==> config.mk <==
export PLATFORM = sky130hd
export DESIGN_NAME = mtss_div
export DESIGN_NICKNAME = d
export VERILOG_FILES = /design/src/design/media_type_signature_sniffer_unit_macros.svh /design/src/design/mtss_pkg.sv /design/src/design/mtss_div.sv
export SDC_FILE = /design/constraint.sdc
export NUM_CORES = 1
export LEC_CHECK = 0
export BUFFER_PORTS_ARGS = -buffer_cell sky130_fd_sc_hd__buf_2
export CAP_MARGIN = 20
export CORE_UTILIZATION = 29
export CTS_CLUSTER_SIZE = 40
export DETAILED_ROUTE_END_ITERATION = 10
export PLACE_DENSITY = 0.57
export SYNTH_ARGS = -nofsm -noshare
export SYNTH_HDL_FRONTEND = slang
export SYNTH_SLANG_ARGS = --single-unit
==> constraint.sdc <==
create_clock -name clock -period 2.3 [get_ports clock]
set_input_delay 0.345 -clock clock [delete_from_list [all_inputs] [get_ports clock]]
set_output_delay 0.345 -clock clock [all_outputs]
set_load 0.01 [all_outputs]
==> src/design/media_type_signature_sniffer_unit_macros.svh <==
// Assertion macros for the media type sniffer.
// Used by media_type_signature_sniffer_unit.sv; depends on nothing.
`ifndef MEDIA_TYPE_SIGNATURE_SNIFFER_UNIT_MACROS_SVH
`define MEDIA_TYPE_SIGNATURE_SNIFFER_UNIT_MACROS_SVH

// Same-cycle implication, disabled during reset.
`define MTSS_ASSERT_SAME(label, clk, rst, ante, cons) \
   label: assert property (@(posedge clk) disable iff (rst) (ante) |-> (cons)) \
      else $error("mtss: same-cycle check failed");

// Next-cycle implication, disabled during reset.
`define MTSS_ASSERT_NEXT(label, clk, rst, ante, cons) \
   label: assert property (@(posedge clk) disable iff (rst) (ante) |=> (cons)) \
      else $error("mtss: next-cycle check failed");

`endif

==> src/design/mtss_pkg.sv <==
// Shared types, constants and lookup functions of the media type sniffer.
// Depends on nothing; used by the top level, mtss_fetch and mtss_div.
package mtss_pkg;

   localparam int BUF_BYTES = 2048;
   localparam int ADDR_W    = $clog2(BUF_BYTES);
   localparam int CNT_W     = ADDR_W + 1;
   localparam int HEAD_N    = 12;
   localparam int HEAD_IDX_W = 4;
   localparam int FETCH_N   = 4;
   localparam int FCNT_W    = 3;
   localparam int WEBM_LIMIT = 38;
   localparam int MP4_BRAND_START = 16;

   // frame size divider
   localparam int NUM_W     = 26;
   localparam int DEN_W     = 16;
   localparam int DCNT_W    = 5;
   localparam int RATE_W    = 19;

   // result codes
   localparam logic [3:0] MT_NONE = 4'd0;
   localparam logic [3:0] MT_AIFF = 4'd1;
   localparam logic [3:0] MT_MPEG = 4'd2;
   localparam logic [3:0] MT_OGG  = 4'd3;
   localparam logic [3:0] MT_MIDI = 4'd4;
   localparam logic [3:0] MT_AVI  = 4'd5;
   localparam logic [3:0] MT_WAVE = 4'd6;
   localparam logic [3:0] MT_MP4  = 4'd7;
   localparam logic [3:0] MT_WEBM = 4'd8;

   typedef logic [0:HEAD_N-1][7:0]  head_type;
   typedef logic [0:FETCH_N-1][7:0] win_type;

   typedef struct packed {
      logic             go;
      logic [CNT_W-1:0] base;
   } fetch_req_type;

   typedef struct packed {
      logic             go;
      logic [NUM_W-1:0] num;
      logic [DEN_W-1:0] den;
   } div_req_type;

   // signature rows, first hit wins
   localparam int SIG_ROWS = 6;
   localparam head_type SIG_PAT [SIG_ROWS] = '{
      96'h464F524D_00000000_41494646,
      96'h494433_00_00000000_00000000,
      96'h4F676753_00_000000_00000000,
      96'h4D546864_00000006_00000000,
      96'h52494646_00000000_41564920,
      96'h52494646_00000000_57415645
   };
   localparam head_type SIG_MSK [SIG_ROWS] = '{
      96'hFFFFFFFF_00000000_FFFFFFFF,
      96'hFFFFFF00_00000000_00000000,
      96'hFFFFFFFF_FF000000_00000000,
      96'hFFFFFFFF_FFFFFFFF_00000000,
      96'hFFFFFFFF_00000000_FFFFFFFF,
      96'hFFFFFFFF_00000000_FFFFFFFF
   };
   localparam logic [3:0] SIG_LEN [SIG_ROWS] = '{
      4'd12, 4'd3, 4'd5, 4'd8, 4'd12, 4'd12
   };
   localparam logic [3:0] SIG_CODE [SIG_ROWS] = '{
      MT_AIFF, MT_MPEG, MT_OGG, MT_MIDI, MT_AVI, MT_WAVE
   };

   function automatic logic [3:0] sig_code(head_type h, logic [CNT_W-1:0] len);
      logic [3:0] code;
      code = MT_NONE;
      for (int r = SIG_ROWS - 1; r >= 0; r--) begin
         if (len >= CNT_W'(SIG_LEN[r]) && (h & SIG_MSK[r]) == SIG_PAT[r]) begin
            code = SIG_CODE[r];
         end
      end
      return code;
   endfunction

   // frame header check: sync, layer III, legal bitrate and sample rate
   function automatic logic mp3_hdr_ok(logic [7:0] b0, logic [7:0] b1, logic [7:0] b2);
      return (b0 == 8'hff) && (b1[7:5] == 3'b111) && (b1[2:1] == 2'd1)
         && (b2[7:4] != 4'hf) && (b2[3:2] != 2'd3);
   endfunction

   function automatic logic [RATE_W-1:0] rate_lookup(logic v25, logic [3:0] idx);
      logic [RATE_W-1:0] r;
      if (v25) begin
         case (idx)
            4'd1:    r = 19'd8000;
            4'd2:    r = 19'd16000;
            4'd3:    r = 19'd24000;
            4'd4:    r = 19'd32000;
            4'd5:    r = 19'd40000;
            4'd6:    r = 19'd48000;
            4'd7:    r = 19'd56000;
            4'd8:    r = 19'd64000;
            4'd9:    r = 19'd80000;
            4'd10:   r = 19'd96000;
            4'd11:   r = 19'd112000;
            4'd12:   r = 19'd128000;
            4'd13:   r = 19'd144000;
            4'd14:   r = 19'd160000;
            default: r = 19'd0;
         endcase
      end else begin
         case (idx)
            4'd1:    r = 19'd32000;
            4'd2:    r = 19'd40000;
            4'd3:    r = 19'd48000;
            4'd4:    r = 19'd56000;
            4'd5:    r = 19'd64000;
            4'd6:    r = 19'd80000;
            4'd7:    r = 19'd96000;
            4'd8:    r = 19'd112000;
            4'd9:    r = 19'd128000;
            4'd10:   r = 19'd160000;
            4'd11:   r = 19'd192000;
            4'd12:   r = 19'd224000;
            4'd13:   r = 19'd256000;
            4'd14:   r = 19'd320000;
            default: r = 19'd0;
         endcase
      end
      return r;
   endfunction

   function automatic logic [DEN_W-1:0] freq_lookup(logic [1:0] idx);
      logic [DEN_W-1:0] f;
      case (idx)
         2'd1:    f = 16'd48000;
         2'd2:    f = 16'd32000;
         default: f = 16'd44100;
      endcase
      return f;
   endfunction

endpackage

==> src/design/mtss_div.sv <==
// Restoring divider, one quotient bit per cycle, for the MP3 frame size.
// Depends on mtss_pkg.
module mtss_div (
   input  logic                          clock,
   input  logic                          reset,
   input  mtss_pkg::div_req_type         req,
   output logic [mtss_pkg::NUM_W-1:0]    quo,
   output logic                          done
);
   import mtss_pkg::*;

   logic              busy_ff, busy_in;
   logic [DCNT_W-1:0] cnt_ff, cnt_in;
   logic [DEN_W:0]    rem_ff, rem_in;
   logic [NUM_W-1:0]  quo_ff, quo_in;
   logic [DEN_W-1:0]  den_ff, den_in;
   logic              done_ff, done_in;
   logic [DEN_W:0]    rem_sh;

   assign rem_sh = {rem_ff[DEN_W-1:0], quo_ff[NUM_W-1]};

   // shift in one dividend bit, subtract where it fits
   always_comb begin
      busy_in = busy_ff;
      cnt_in  = cnt_ff;
      rem_in  = rem_ff;
      quo_in  = quo_ff;
      den_in  = den_ff;
      done_in = 1'b0;
      if (req.go) begin
         busy_in = 1'b1;
         cnt_in  = '0;
         rem_in  = '0;
         quo_in  = req.num;
         den_in  = req.den;
      end else if (busy_ff) begin
         if (rem_sh >= {1'b0, den_ff}) begin
            rem_in = rem_sh - {1'b0, den_ff};
            quo_in = {quo_ff[NUM_W-2:0], 1'b1};
         end else begin
            rem_in = rem_sh;
            quo_in = {quo_ff[NUM_W-2:0], 1'b0};
         end
         cnt_in = cnt_ff + DCNT_W'(1);
         if (cnt_ff == DCNT_W'(NUM_W - 1)) begin
            busy_in = 1'b0;
            done_in = 1'b1;
         end
      end
   end

   always_ff @(posedge clock) begin
      if (reset) begin
         busy_ff <= 1'b0;
         done_ff <= 1'b0;
         cnt_ff  <= '0;
      end else begin
         busy_ff <= busy_in;
         done_ff <= done_in;
         cnt_ff  <= cnt_in;
      end
      rem_ff <= rem_in;
      quo_ff <= quo_in;
      den_ff <= den_in;
   end

   assign quo  = quo_ff;
   assign done = done_ff;
endmodule

==> impl_metrics.yaml <==
run_status:
  run_status: "complete, but fails checks"
  failed_checks: "DRC"
placed_design:
  place.port_buffers: 71
  dp_hpwl_um: 5790
  pre_cts_ws_ns: -0.204
  dpl.cell_count: 551
  place_congestion: 0.805
floorplanning:
  rows: 39
  initial_utilization_pct: 30.0
  fp.dieH_um: 111
  fp.dieW_um: 111
  die_area_mm2: 0.0123
  pin_count: 72
  core-area_mm2: 0.0115
clocking:
  worstSkewPairLatency_ns: 0.34
  cts_tree: "built"
  htreeDepth: 3
  root_buffer: "clkbuf_16"
  cts_buffers: 9
  clockBufferDepth: 2
  cts.sinks: 65
  clkTransAtPathRegs_ns: 0.06
  cts_hold_buf: 0
routing:
  routed_wl_um: 8270
  ant_nets: 0
  drt_iter0_drc: 102
  drc: 2
  vias_per_cell: 4.84
  wl_per_cell_um: 14.4
  via_count: 2776
  dr.pass1.iters: 9
power_and_ir_drop:
  power.static_leakage_nw: 2.00
  pwr-share-comb_pct: 24.0
  peakVddDrop_mv: 0.451
  p_sw_share_pct: 28.1
  power_switching_mw: 1.03
  seq_power_share_pct: 38.7
  power.share.clock_pct: 37.3
  power_density_mw_per_mm2: 768
  power.internal_mw: 2.65
timing:
  relSlewSlack_pct: 71.0
  tightest_slew_ns: 0.434
  hold_viol: 0
  finalClockSkew_ns: 0.00698
  setup_ws_ns: 0.000605
  holdWs_ns: 0.174
  rsz0062_at_grt: "true"
  post-route-period-util_pct: 100
  setup_tns_ns: 0
  slew_violations: 0
  fmax_mhz: 435
  final.min_clock_period_ns: 2.30
  setup_viol: 0
synthesis:
  synth_top_area_share_pct: 36.5
  synth_area_mm2: 0.00345
  postSynthAreaPerCell_um2: 11.2
  yosysTopAreaCell: "edfxtp_1"
  synth_ff_type: "edfxtp_1"
  syn-num-nets: 373
  syn_inst: 309
  synth-seq-cells: 65
  synth.area.top_cells: "edfxtp_1, dfxtp_1, mux2_2"
  seq_area_frac_synth_pct: 49.9
  yosysWarnings: 0
  synth_enable_flop_cells: 42
  yosysUniqueCellTypes: 54
  synth-async-reset-ratio_pct: 0
setup_path:
  cpLargestDelayFamily: "compound AO/OA/AOI/OAI gates"
  path_cells: "inv_2 > ha_4 > nand2b_4 > a211o_1 > a21oi_2 > o311ai_2 > and2_4 > buf_8 > a211o_1 > a311oi_1"
  start_kind: "register"
  timing_worst_setup_path_type: "reg -> reg"
  crit_path_max_fanout: 8
  cp-end-kind: "register"
  worst_path_max_delay_cell: "edfxtp_1"
  crit_buf_inv: 2
  reg2reg_slack_ns: 0.0006
  arrival_ns: 2.54
  crit_top_cell: "a211o_1"
  required_ns: 2.54
  crit_path_max_incr_delay_ns: 0.37
hold_path:
  hold_path_class: "in -> reg"
global_route:
  grt_max_degree: 29
  overflow: 0
  grt_pass1_vias: 2870
  grt_usage_pct: 13.7
  grt_pass1_wl_um: 13400
  antenna_found_initial: 0
run:
  max_cap_violations: 0
cells_and_area:
  seqCellArea_mm2: 0.00172
  num-nets-final: 490
  fin_cells: 574
  syn_to_final_growth_pct: 38.8
  drive_gt1_share_pct: 46.6
  multi_input_area_mm2: 0.00177
  antennaDiodeCount: 0
  filler_cell_count: 1111
## Yosys cell counts (7+ instances only)
cell      count
a211oi_1      9
a21oi_1      15
clkbuf_1      7
dfxtp_1      23
edfxtp_1     42
ha_1         18
inv_1        24
mux2_2       25
nand2_1      14
nor2_1       30
o21ai_0       7
xor2_1        8
## worst reg2reg max path: cells and delay by family, from the launching register on
kind | cells | cell delay, ns
AO/OA/AOI/OAI | 5 | 1.10
adder cells (fa/ha/maj) | 1 | 0.28
buffers and inverters | 2 | 0.20
flip-flops | 1 | 0.37
AND/OR/NAND/NOR | 2 | 0.27
## flip-flops by register name (all words and copies together), names as in the netlist
register and cells:
den_ff 16, rem_ff 16, quo 26, done 1, cnt_ff 5, busy_ff 1
## cells by family (layout without fill, tap and decap cells)
family                   count (synthesis)  in the layout  share of synthesized area (%)
adder cells (fa/ha/maj)                 19             19                           7.10
AND/OR/NAND/NOR                         74             74                           10.3
buffers and inverters                   38            160                           4.82
multiplexers                            31             31                           9.89
AO/OA/AOI/OAI                           68             68                           14.5
flip-flops                              65             65                           49.9
XOR/XNOR                                14             14                           3.55
## final timing paths
kind / from / to / depth (start not counted)
hold reg to reg: cnt_ff[1] / cnt_ff[1] / 2
setup reg to reg: den_ff[1] / rem_ff[4] / 10
setup / recovery: den_ff[1] / rem_ff[4] / 10
hold / removal: reset / busy_ff / 2
## metal layers
metal	share of wire [%]	global-route usage, %
met2	47	22.2
met5	0	0
met1	44	16.4
met3	6.6	5.03
met4	1.6	6.13
## area by class of cell
cell class | instances | share of cell area [%]
multi-input cells | 206 | 36.9
repair buffers | 120 | 15.3
inverters | 24 | 1.88
flip-flops and latches | 65 | 35.9
clock buffers | 10 | 4.78
well taps | 143 | 3.73
clock inverters | 6 | 1.41
## stage by stage
stage               power (mW)  cell area, um2  utilization, %
finish                    3.68            4790            41.6
global route              3.84            4790            41.6
CTS                       3.63            4580            39.8
detailed placement        2.20            4230            36.7
global placement          2.20            4230            36.7
floorplan                 1.91            3450               -
## cell usage in the layout (no fill, tap or decap), types with 4 or more instances in the layout
cell,Yosys,final
nand2_1,14,13
nand4_1,6,6
a211oi_1,9,6
clkbuf_16,0,9
xor2_1,8,8
ha_4,0,6
mux2_2,25,25
ha_1,18,11
inv_1,24,22
edfxtp_1,42,42
dfxtp_1,23,23
o21ai_2,0,4
buf_2,1,71
nor2_1,30,30
a211o_1,4,4
buf_4,1,47
o21ai_0,7,5
a211oi_2,1,4
mux2i_1,6,5
a21oi_1,15,13
xnor2_1,6,6
## power groups by stage
stage	Clock, mW	Combinational, mW	Sequential [mW]
after floorplan	0	0.458	1.46
after global placement	0	0.759	1.44
after detailed placement	0	0.763	1.44
after CTS	1.41	0.792	1.42
after global routing	1.44	0.966	1.44
final	1.37	0.884	1.42
## repair_timing
item,in CTS,in global routing
pin swaps,1,22
gates resized for setup,9,32
endpoints found under the setup margin,13,13
buffers inserted,2,5
Power figures use the tool's default switching activity.
