--- src/design/media_type_signature_sniffer_unit_macros.svh ---
// Assertion macros for the media type sniffer.
// Used by media_type_signature_sniffer_unit.sv; depends on nothing.
`ifndef MEDIA_TYPE_SIGNATURE_SNIFFER_UNIT_MACROS_SVH
`define MEDIA_TYPE_SIGNATURE_SNIFFER_UNIT_MACROS_SVH

// Same-cycle implication, disabled during reset.
`define MTSS_ASSERT_SAME(label, clk, rst, ante, cons) \
   label: assert property (@(posedge clk) disable iff (rst) (ante) |-> (cons)) \
      else $error("mtss: same-cycle check failed");

// Next-cycle implication, disabled during reset.
`define MTSS_ASSERT_NEXT(label, clk, rst, ante, cons) \
   label: assert property (@(posedge clk) disable iff (rst) (ante) |=> (cons)) \
      else $error("mtss: next-cycle check failed");

`endif

--- src/design/mtss_pkg.sv ---
// Shared types, constants and lookup functions of the media type sniffer.
// Depends on nothing; used by the top level, mtss_fetch and mtss_div.
package mtss_pkg;

   localparam int BUF_BYTES = 2048;
   localparam int ADDR_W    = $clog2(BUF_BYTES);
   localparam int CNT_W     = ADDR_W + 1;
   localparam int HEAD_N    = 12;
   localparam int HEAD_IDX_W = 4;
   localparam int FETCH_N   = 4;
   localparam int FCNT_W    = 3;
   localparam int WEBM_LIMIT = 38;
   localparam int MP4_BRAND_START = 16;

   // frame size divider
   localparam int NUM_W     = 26;
   localparam int DEN_W     = 16;
   localparam int DCNT_W    = 5;
   localparam int RATE_W    = 19;

   // result codes
   localparam logic [3:0] MT_NONE = 4'd0;
   localparam logic [3:0] MT_AIFF = 4'd1;
   localparam logic [3:0] MT_MPEG = 4'd2;
   localparam logic [3:0] MT_OGG  = 4'd3;
   localparam logic [3:0] MT_MIDI = 4'd4;
   localparam logic [3:0] MT_AVI  = 4'd5;
   localparam logic [3:0] MT_WAVE = 4'd6;
   localparam logic [3:0] MT_MP4  = 4'd7;
   localparam logic [3:0] MT_WEBM = 4'd8;

   typedef logic [0:HEAD_N-1][7:0]  head_type;
   typedef logic [0:FETCH_N-1][7:0] win_type;

   typedef struct packed {
      logic             go;
      logic [CNT_W-1:0] base;
   } fetch_req_type;

   typedef struct packed {
      logic             go;
      logic [NUM_W-1:0] num;
      logic [DEN_W-1:0] den;
   } div_req_type;

   // signature rows, first hit wins
   localparam int SIG_ROWS = 6;
   localparam head_type SIG_PAT [SIG_ROWS] = '{
      96'h464F524D_00000000_41494646,
      96'h494433_00_00000000_00000000,
      96'h4F676753_00_000000_00000000,
      96'h4D546864_00000006_00000000,
      96'h52494646_00000000_41564920,
      96'h52494646_00000000_57415645
   };
   localparam head_type SIG_MSK [SIG_ROWS] = '{
      96'hFFFFFFFF_00000000_FFFFFFFF,
      96'hFFFFFF00_00000000_00000000,
      96'hFFFFFFFF_FF000000_00000000,
      96'hFFFFFFFF_FFFFFFFF_00000000,
      96'hFFFFFFFF_00000000_FFFFFFFF,
      96'hFFFFFFFF_00000000_FFFFFFFF
   };
   localparam logic [3:0] SIG_LEN [SIG_ROWS] = '{
      4'd12, 4'd3, 4'd5, 4'd8, 4'd12, 4'd12
   };
   localparam logic [3:0] SIG_CODE [SIG_ROWS] = '{
      MT_AIFF, MT_MPEG, MT_OGG, MT_MIDI, MT_AVI, MT_WAVE
   };

   function automatic logic [3:0] sig_code(head_type h, logic [CNT_W-1:0] len);
      logic [3:0] code;
      code = MT_NONE;
      for (int r = SIG_ROWS - 1; r >= 0; r--) begin
         if (len >= CNT_W'(SIG_LEN[r]) && (h & SIG_MSK[r]) == SIG_PAT[r]) begin
            code = SIG_CODE[r];
         end
      end
      return code;
   endfunction

   // frame header check: sync, layer III, legal bitrate and sample rate
   function automatic logic mp3_hdr_ok(logic [7:0] b0, logic [7:0] b1, logic [7:0] b2);
      return (b0 == 8'hff) && (b1[7:5] == 3'b111) && (b1[2:1] == 2'd1)
         && (b2[7:4] != 4'hf) && (b2[3:2] != 2'd3);
   endfunction

   function automatic logic [RATE_W-1:0] rate_lookup(logic v25, logic [3:0] idx);
      logic [RATE_W-1:0] r;
      if (v25) begin
         case (idx)
            4'd1:    r = 19'd8000;
            4'd2:    r = 19'd16000;
            4'd3:    r = 19'd24000;
            4'd4:    r = 19'd32000;
            4'd5:    r = 19'd40000;
            4'd6:    r = 19'd48000;
            4'd7:    r = 19'd56000;
            4'd8:    r = 19'd64000;
            4'd9:    r = 19'd80000;
            4'd10:   r = 19'd96000;
            4'd11:   r = 19'd112000;
            4'd12:   r = 19'd128000;
            4'd13:   r = 19'd144000;
            4'd14:   r = 19'd160000;
            default: r = 19'd0;
         endcase
      end else begin
         case (idx)
            4'd1:    r = 19'd32000;
            4'd2:    r = 19'd40000;
            4'd3:    r = 19'd48000;
            4'd4:    r = 19'd56000;
            4'd5:    r = 19'd64000;
            4'd6:    r = 19'd80000;
            4'd7:    r = 19'd96000;
            4'd8:    r = 19'd112000;
            4'd9:    r = 19'd128000;
            4'd10:   r = 19'd160000;
            4'd11:   r = 19'd192000;
            4'd12:   r = 19'd224000;
            4'd13:   r = 19'd256000;
            4'd14:   r = 19'd320000;
            default: r = 19'd0;
         endcase
      end
      return r;
   endfunction

   function automatic logic [DEN_W-1:0] freq_lookup(logic [1:0] idx);
      logic [DEN_W-1:0] f;
      case (idx)
         2'd1:    f = 16'd48000;
         2'd2:    f = 16'd32000;
         default: f = 16'd44100;
      endcase
      return f;
   endfunction

endpackage

--- src/design/mtss_fetch.sv ---
// Window loader: reads four consecutive stored bytes, zero past the length.
// Depends on mtss_pkg; drives the read port of the header RAM.
module mtss_fetch (
   input  logic                          clock,
   input  logic                          reset,
   input  mtss_pkg::fetch_req_type       req,
   input  logic [mtss_pkg::CNT_W-1:0]    len,
   output logic [mtss_pkg::ADDR_W-1:0]   rd_addr,
   input  logic [7:0]                    rd_data,
   output mtss_pkg::win_type             win,
   output logic                          done
);
   import mtss_pkg::*;

   logic              busy_ff, busy_in;
   logic [CNT_W-1:0]  addr_ff, addr_in;
   logic [FCNT_W-1:0] cnt_ff, cnt_in;
   logic              pend_ff, pend_in;
   logic              pend_ok_ff, pend_ok_in;
   win_type           win_ff, win_in;
   logic              done_ff, done_in;
   logic              issue;

   assign issue   = busy_ff && (cnt_ff != FCNT_W'(FETCH_N));
   assign rd_addr = addr_ff[ADDR_W-1:0];

   // issue one read a cycle, shift captured bytes into the window
   always_comb begin
      busy_in    = busy_ff;
      addr_in    = addr_ff;
      cnt_in     = cnt_ff;
      pend_in    = 1'b0;
      pend_ok_in = pend_ok_ff;
      win_in     = win_ff;
      done_in    = 1'b0;
      if (req.go) begin
         busy_in = 1'b1;
         addr_in = req.base;
         cnt_in  = '0;
      end else if (busy_ff) begin
         if (issue) begin
            pend_in    = 1'b1;
            pend_ok_in = addr_ff < len;
            addr_in    = addr_ff + CNT_W'(1);
            cnt_in     = cnt_ff + FCNT_W'(1);
         end
         if (pend_ff) begin
            win_in = {win_ff[1], win_ff[2], win_ff[3], pend_ok_ff ? rd_data : 8'h00};
            if (cnt_ff == FCNT_W'(FETCH_N)) begin
               busy_in = 1'b0;
               done_in = 1'b1;
            end
         end
      end
   end

   always_ff @(posedge clock) begin
      if (reset) begin
         busy_ff <= 1'b0;
         pend_ff <= 1'b0;
         done_ff <= 1'b0;
         cnt_ff  <= '0;
      end else begin
         busy_ff <= busy_in;
         pend_ff <= pend_in;
         done_ff <= done_in;
         cnt_ff  <= cnt_in;
      end
      addr_ff    <= addr_in;
      pend_ok_ff <= pend_ok_in;
      win_ff     <= win_in;
   end

   assign win  = win_ff;
   assign done = done_ff;
endmodule

--- config.mk ---
export PLATFORM = sky130hd
export DESIGN_NAME = mtss_fetch
export DESIGN_NICKNAME = d
export VERILOG_FILES = /design/src/design/media_type_signature_sniffer_unit_macros.svh /design/src/design/mtss_pkg.sv /design/src/design/mtss_fetch.sv
export SDC_FILE = /design/constraint.sdc
export NUM_CORES = 1
export LEC_CHECK = 0
export BUFFER_PORTS_ARGS = -buffer_cell sky130_fd_sc_hd__buf_2
export CORE_MARGIN = 2
export CORE_UTILIZATION = 54
export CTS_CLUSTER_DIAMETER = 100
export DETAILED_ROUTE_END_ITERATION = 12
export PLACE_DENSITY = 0.9
export REMOVE_ABC_BUFFERS = 1
export SYNTH_ARGS = -nofsm -noshare
export SYNTH_HDL_FRONTEND = slang
export SYNTH_SLANG_ARGS = --single-unit
--- constraint.sdc ---
create_clock -name clock -period 8.63 [get_ports clock]
set_clock_uncertainty 0.1 [all_clocks]
set_input_delay 1.726 -clock clock [delete_from_list [all_inputs] [get_ports clock]]
set_output_delay 1.726 -clock clock [all_outputs]
set_load 0.005 [all_outputs]
==> flow_summary.json <==
{
  "worstPathArrival_ns": 2.92,
  "final_nets": 304,
  "cp.required_ns": 8.65,
  "dpl_worst_slack_ns": 5.413,
  "min_path_cells": 0,
  "final_area_um2": 2805,
  "period_minus_slack_ns": 2.897,
  "drt_iter0_markers": 109,
  "overflow": 0,
  "htreeDepth": 2,
  "netlist_area_um2": 2347,
  "syn_area_per_cell_um2": 12.83,
  "reg2reg_slack_ns": 6.69,
  "synthesis.instances": 183,
  "path_cells": "buf_2 > inv_1 > ha_1 > a211o_1 > a21oi_1 > o31ai_1 > a221oi_1",
  "vias": 1589,
  "critPathLaunchType": "input pin",
  "p_switching_w": 0.0001189,
  "path_max_fanout": 2,
  "grt_pass1_vias": 1493,
  "crit_type": "input pin to register",
  "fill_cells": 302,
  "drcViolationCount": 0,
  "tritoncts": "done",
  "slew_violations": 0,
  "die_h_um": 69.93,
  "post_cts_buffers": 0,
  "ys_types": 32,
  "hold_buffers": 0,
  "worstMarginPinSlew_ns": 0.4939,
  "grt_max_degree": 33,
  "dr.pass1.iters": 4,
  "die_w_um": 69.93,
  "top_level_ports": 79,
  "postLayoutSetupSlackWorst_ns": 5.733,
  "start_util_pct": 57.44,
  "worstRegToRegCells": 5,
  "drive_gt1_share_pct": 36.72,
  "finalSetupTns_ns": 0,
  "yosys.area.top_type": "edfxtp_1",
  "drt.antenna.violating_nets": 0,
  "dpl.hpwl_mm": 3.279,
  "vias_per_cell": 5.193,
  "p_leak_nw": 1.204,
  "finalWirelength_mm": 4.274,
  "max_stage_delay_ns": 0.29,
  "power.density_nw_per_um2": 172.9,
  "placed_cell_area_um2": 2716,
  "antenna_found_initial": 0,
  "grt_use_total_pct": 18.32,
  "clk_pin_slew_ns": 0.09,
  "place_congestion": 0.8203,
  "worst-path-stages": 7,
  "status": "complete, no violations",
  "fp-row-count": 23,
  "slew-limit-headroom_pct": 66.99,
  "regArea_um2": 1471,
  "critPathTopFamily": "compound AO/OA/AOI/OAI gates",
  "portBuffers": 78,
  "clock_path_buffers": 2,
  "p_int_w": 0.0003661,
  "layout_commonest_cell": "buf_2",
  "endpoint_kind": "register",
  "finalCritPeriodShare_pct": 33.57,
  "critPathSlowestCell": "ha_1",
  "finalSetupViolCount": 0,
  "synth_seq_area_share_pct": 62.69,
  "cts_root_buffer": "clkbuf_8",
  "max_cap_viol_count": 0,
  "yosysTopAreaCellShare_pct": 57.57,
  "report.final.hold_viol_count": 0,
  "seqPwrFrac_pct": 60.6,
  "clk-insertion-delay-late_ns": 0.30,
  "fmax_ghz": 0.3451,
  "core_area_um2": 4086,
  "clock_sinks": 51,
  "wl_per_cell_um": 13.97,
  "holdCritPathClass": "register to register",
  "final_cell_mix": "buf_2 (78), edfxtp_1 (45), nand2_1 (18)",
  "numCtsBuffers": 5,
  "area.growth.synth_to_final_pct": 19.51,
  "grt_first_pass_wirelength_mm": 6.941,
  "diodes": 0,
  "ys_ff_latch": 51,
  "cts_resized": 0,
  "multi_input_area_um2": 724.4,
  "rsz0062_at_grt": "no",
  "yosysWarnings": 0,
  "path_buf_inv": 2,
  "synth.area.top_cells": "edfxtp_1 (58%), ha_1 (7.5%), dfxtp_1 (5.1%)",
  "power.share.clock_pct": 27.1,
  "fp.dieArea_um2": 4890,
  "combPwrFrac_pct": 12.3,
  "switching_share_pct": 24.51,
  "irDropWorstVdd_v": 0.0001445
}
-- layout make-up --
type / instances / share of cell area [%]
inverter: 16 / 2.141
clock inverter: 3 / 0.7136
clock buffer: 5 / 2.453
sequential: 51 / 52.45
multi-input combinational: 102 / 25.83
timing repair buffer: 79 / 14.18
tap: 50 / 2.230
-- metrics by stage --
stage	hold slack [ns]	cells	total power, W	utilization (%)
after floorplan	0.3468	169	0.0003313	-
after global placement	0.3228	298	0.0003548	66.47
after detailed placement	0.3301	298	0.0003591	66.47
after CTS	0.3507	306	0.0004872	68.65
after global routing	0.3461	306	0.0005083	68.65
final	0.3451	306	0.0004850	68.65
-- synth_stat cells, drive strengths merged --
master / number
ha: 14
xnor2: 7
xor2: 5
and3: 1
mux2: 1
and4: 1
a31oi: 2
nor3: 4
nand4: 2
buf: 11
edfxtp: 45
clkbuf: 3
dfxtp: 6
a21oi: 2
nand3: 8
o21a: 1
a21o: 2
a211o: 2
or2: 1
a221oi: 1
nor4: 1
nor2: 7
o21ai: 11
and2: 8
nand2: 18
nand2b: 2
inv: 16
o31ai: 1
-- worst register-to-register path, stage by stage (launching register included) --
cell      delay [ns]
edfxtp_1        0.53
ha_1            0.34
a211o_1         0.25
a31oi_1         0.16
o31ai_1         0.11
a221oi_1        0.28
-- flip-flops by register name, indices dropped and copies added (netlist names) --
signal / flops
cnt_ff: 3
pend_ff: 1
done: 1
addr_ff: 12
pend_ok_ff: 1
win: 32
busy_ff: 1
-- power groups by stage --
| stage | clock (W) | combinational, W | sequential, W |
|---|---|---|---|
| detailed placement | 0 | 0.0000598 | 0.000299 |
| floorplan | 0 | 0.0000346 | 0.000297 |
| finish | 0.000132 | 0.0000597 | 0.000294 |
| global placement | 0 | 0.0000564 | 0.000298 |
| CTS | 0.000133 | 0.0000604 | 0.000294 |
| global route | 0.000145 | 0.0000677 | 0.000296 |
-- cell families (layout without fill, tap and decap cells) --
group,Yosys count,count (layout),synth area share [%]
and+or+nand+nor,53,53,12.47
AOI/OAI and AO/OA,22,22,5.864
DFF,51,51,62.69
muxes,1,1,0.4797
adders and majority gates,14,14,7.463
buffers and inverters,30,103,6.557
xor gates and xnor gates,12,12,4.478
-- path summary, 6_finish.rpt --
path                   start    endpoint
setup reg to reg  addr_ff[2]  pend_ok_ff
hold / removal        win[3]     win[11]
hold reg to reg       win[3]     win[11]
setup / recovery      len[5]  pend_ok_ff
-- routing by layer --
layer	vias to the layer above	GRT usage, %	part of all wire [%]
met1	751	22.78	42
met4	0	6.838	1.9
met5	-	0	0
li1	777	-	-
met2	50	31.01	51
met3	11	4.473	5.3
(Power assumes the default switching activity.)
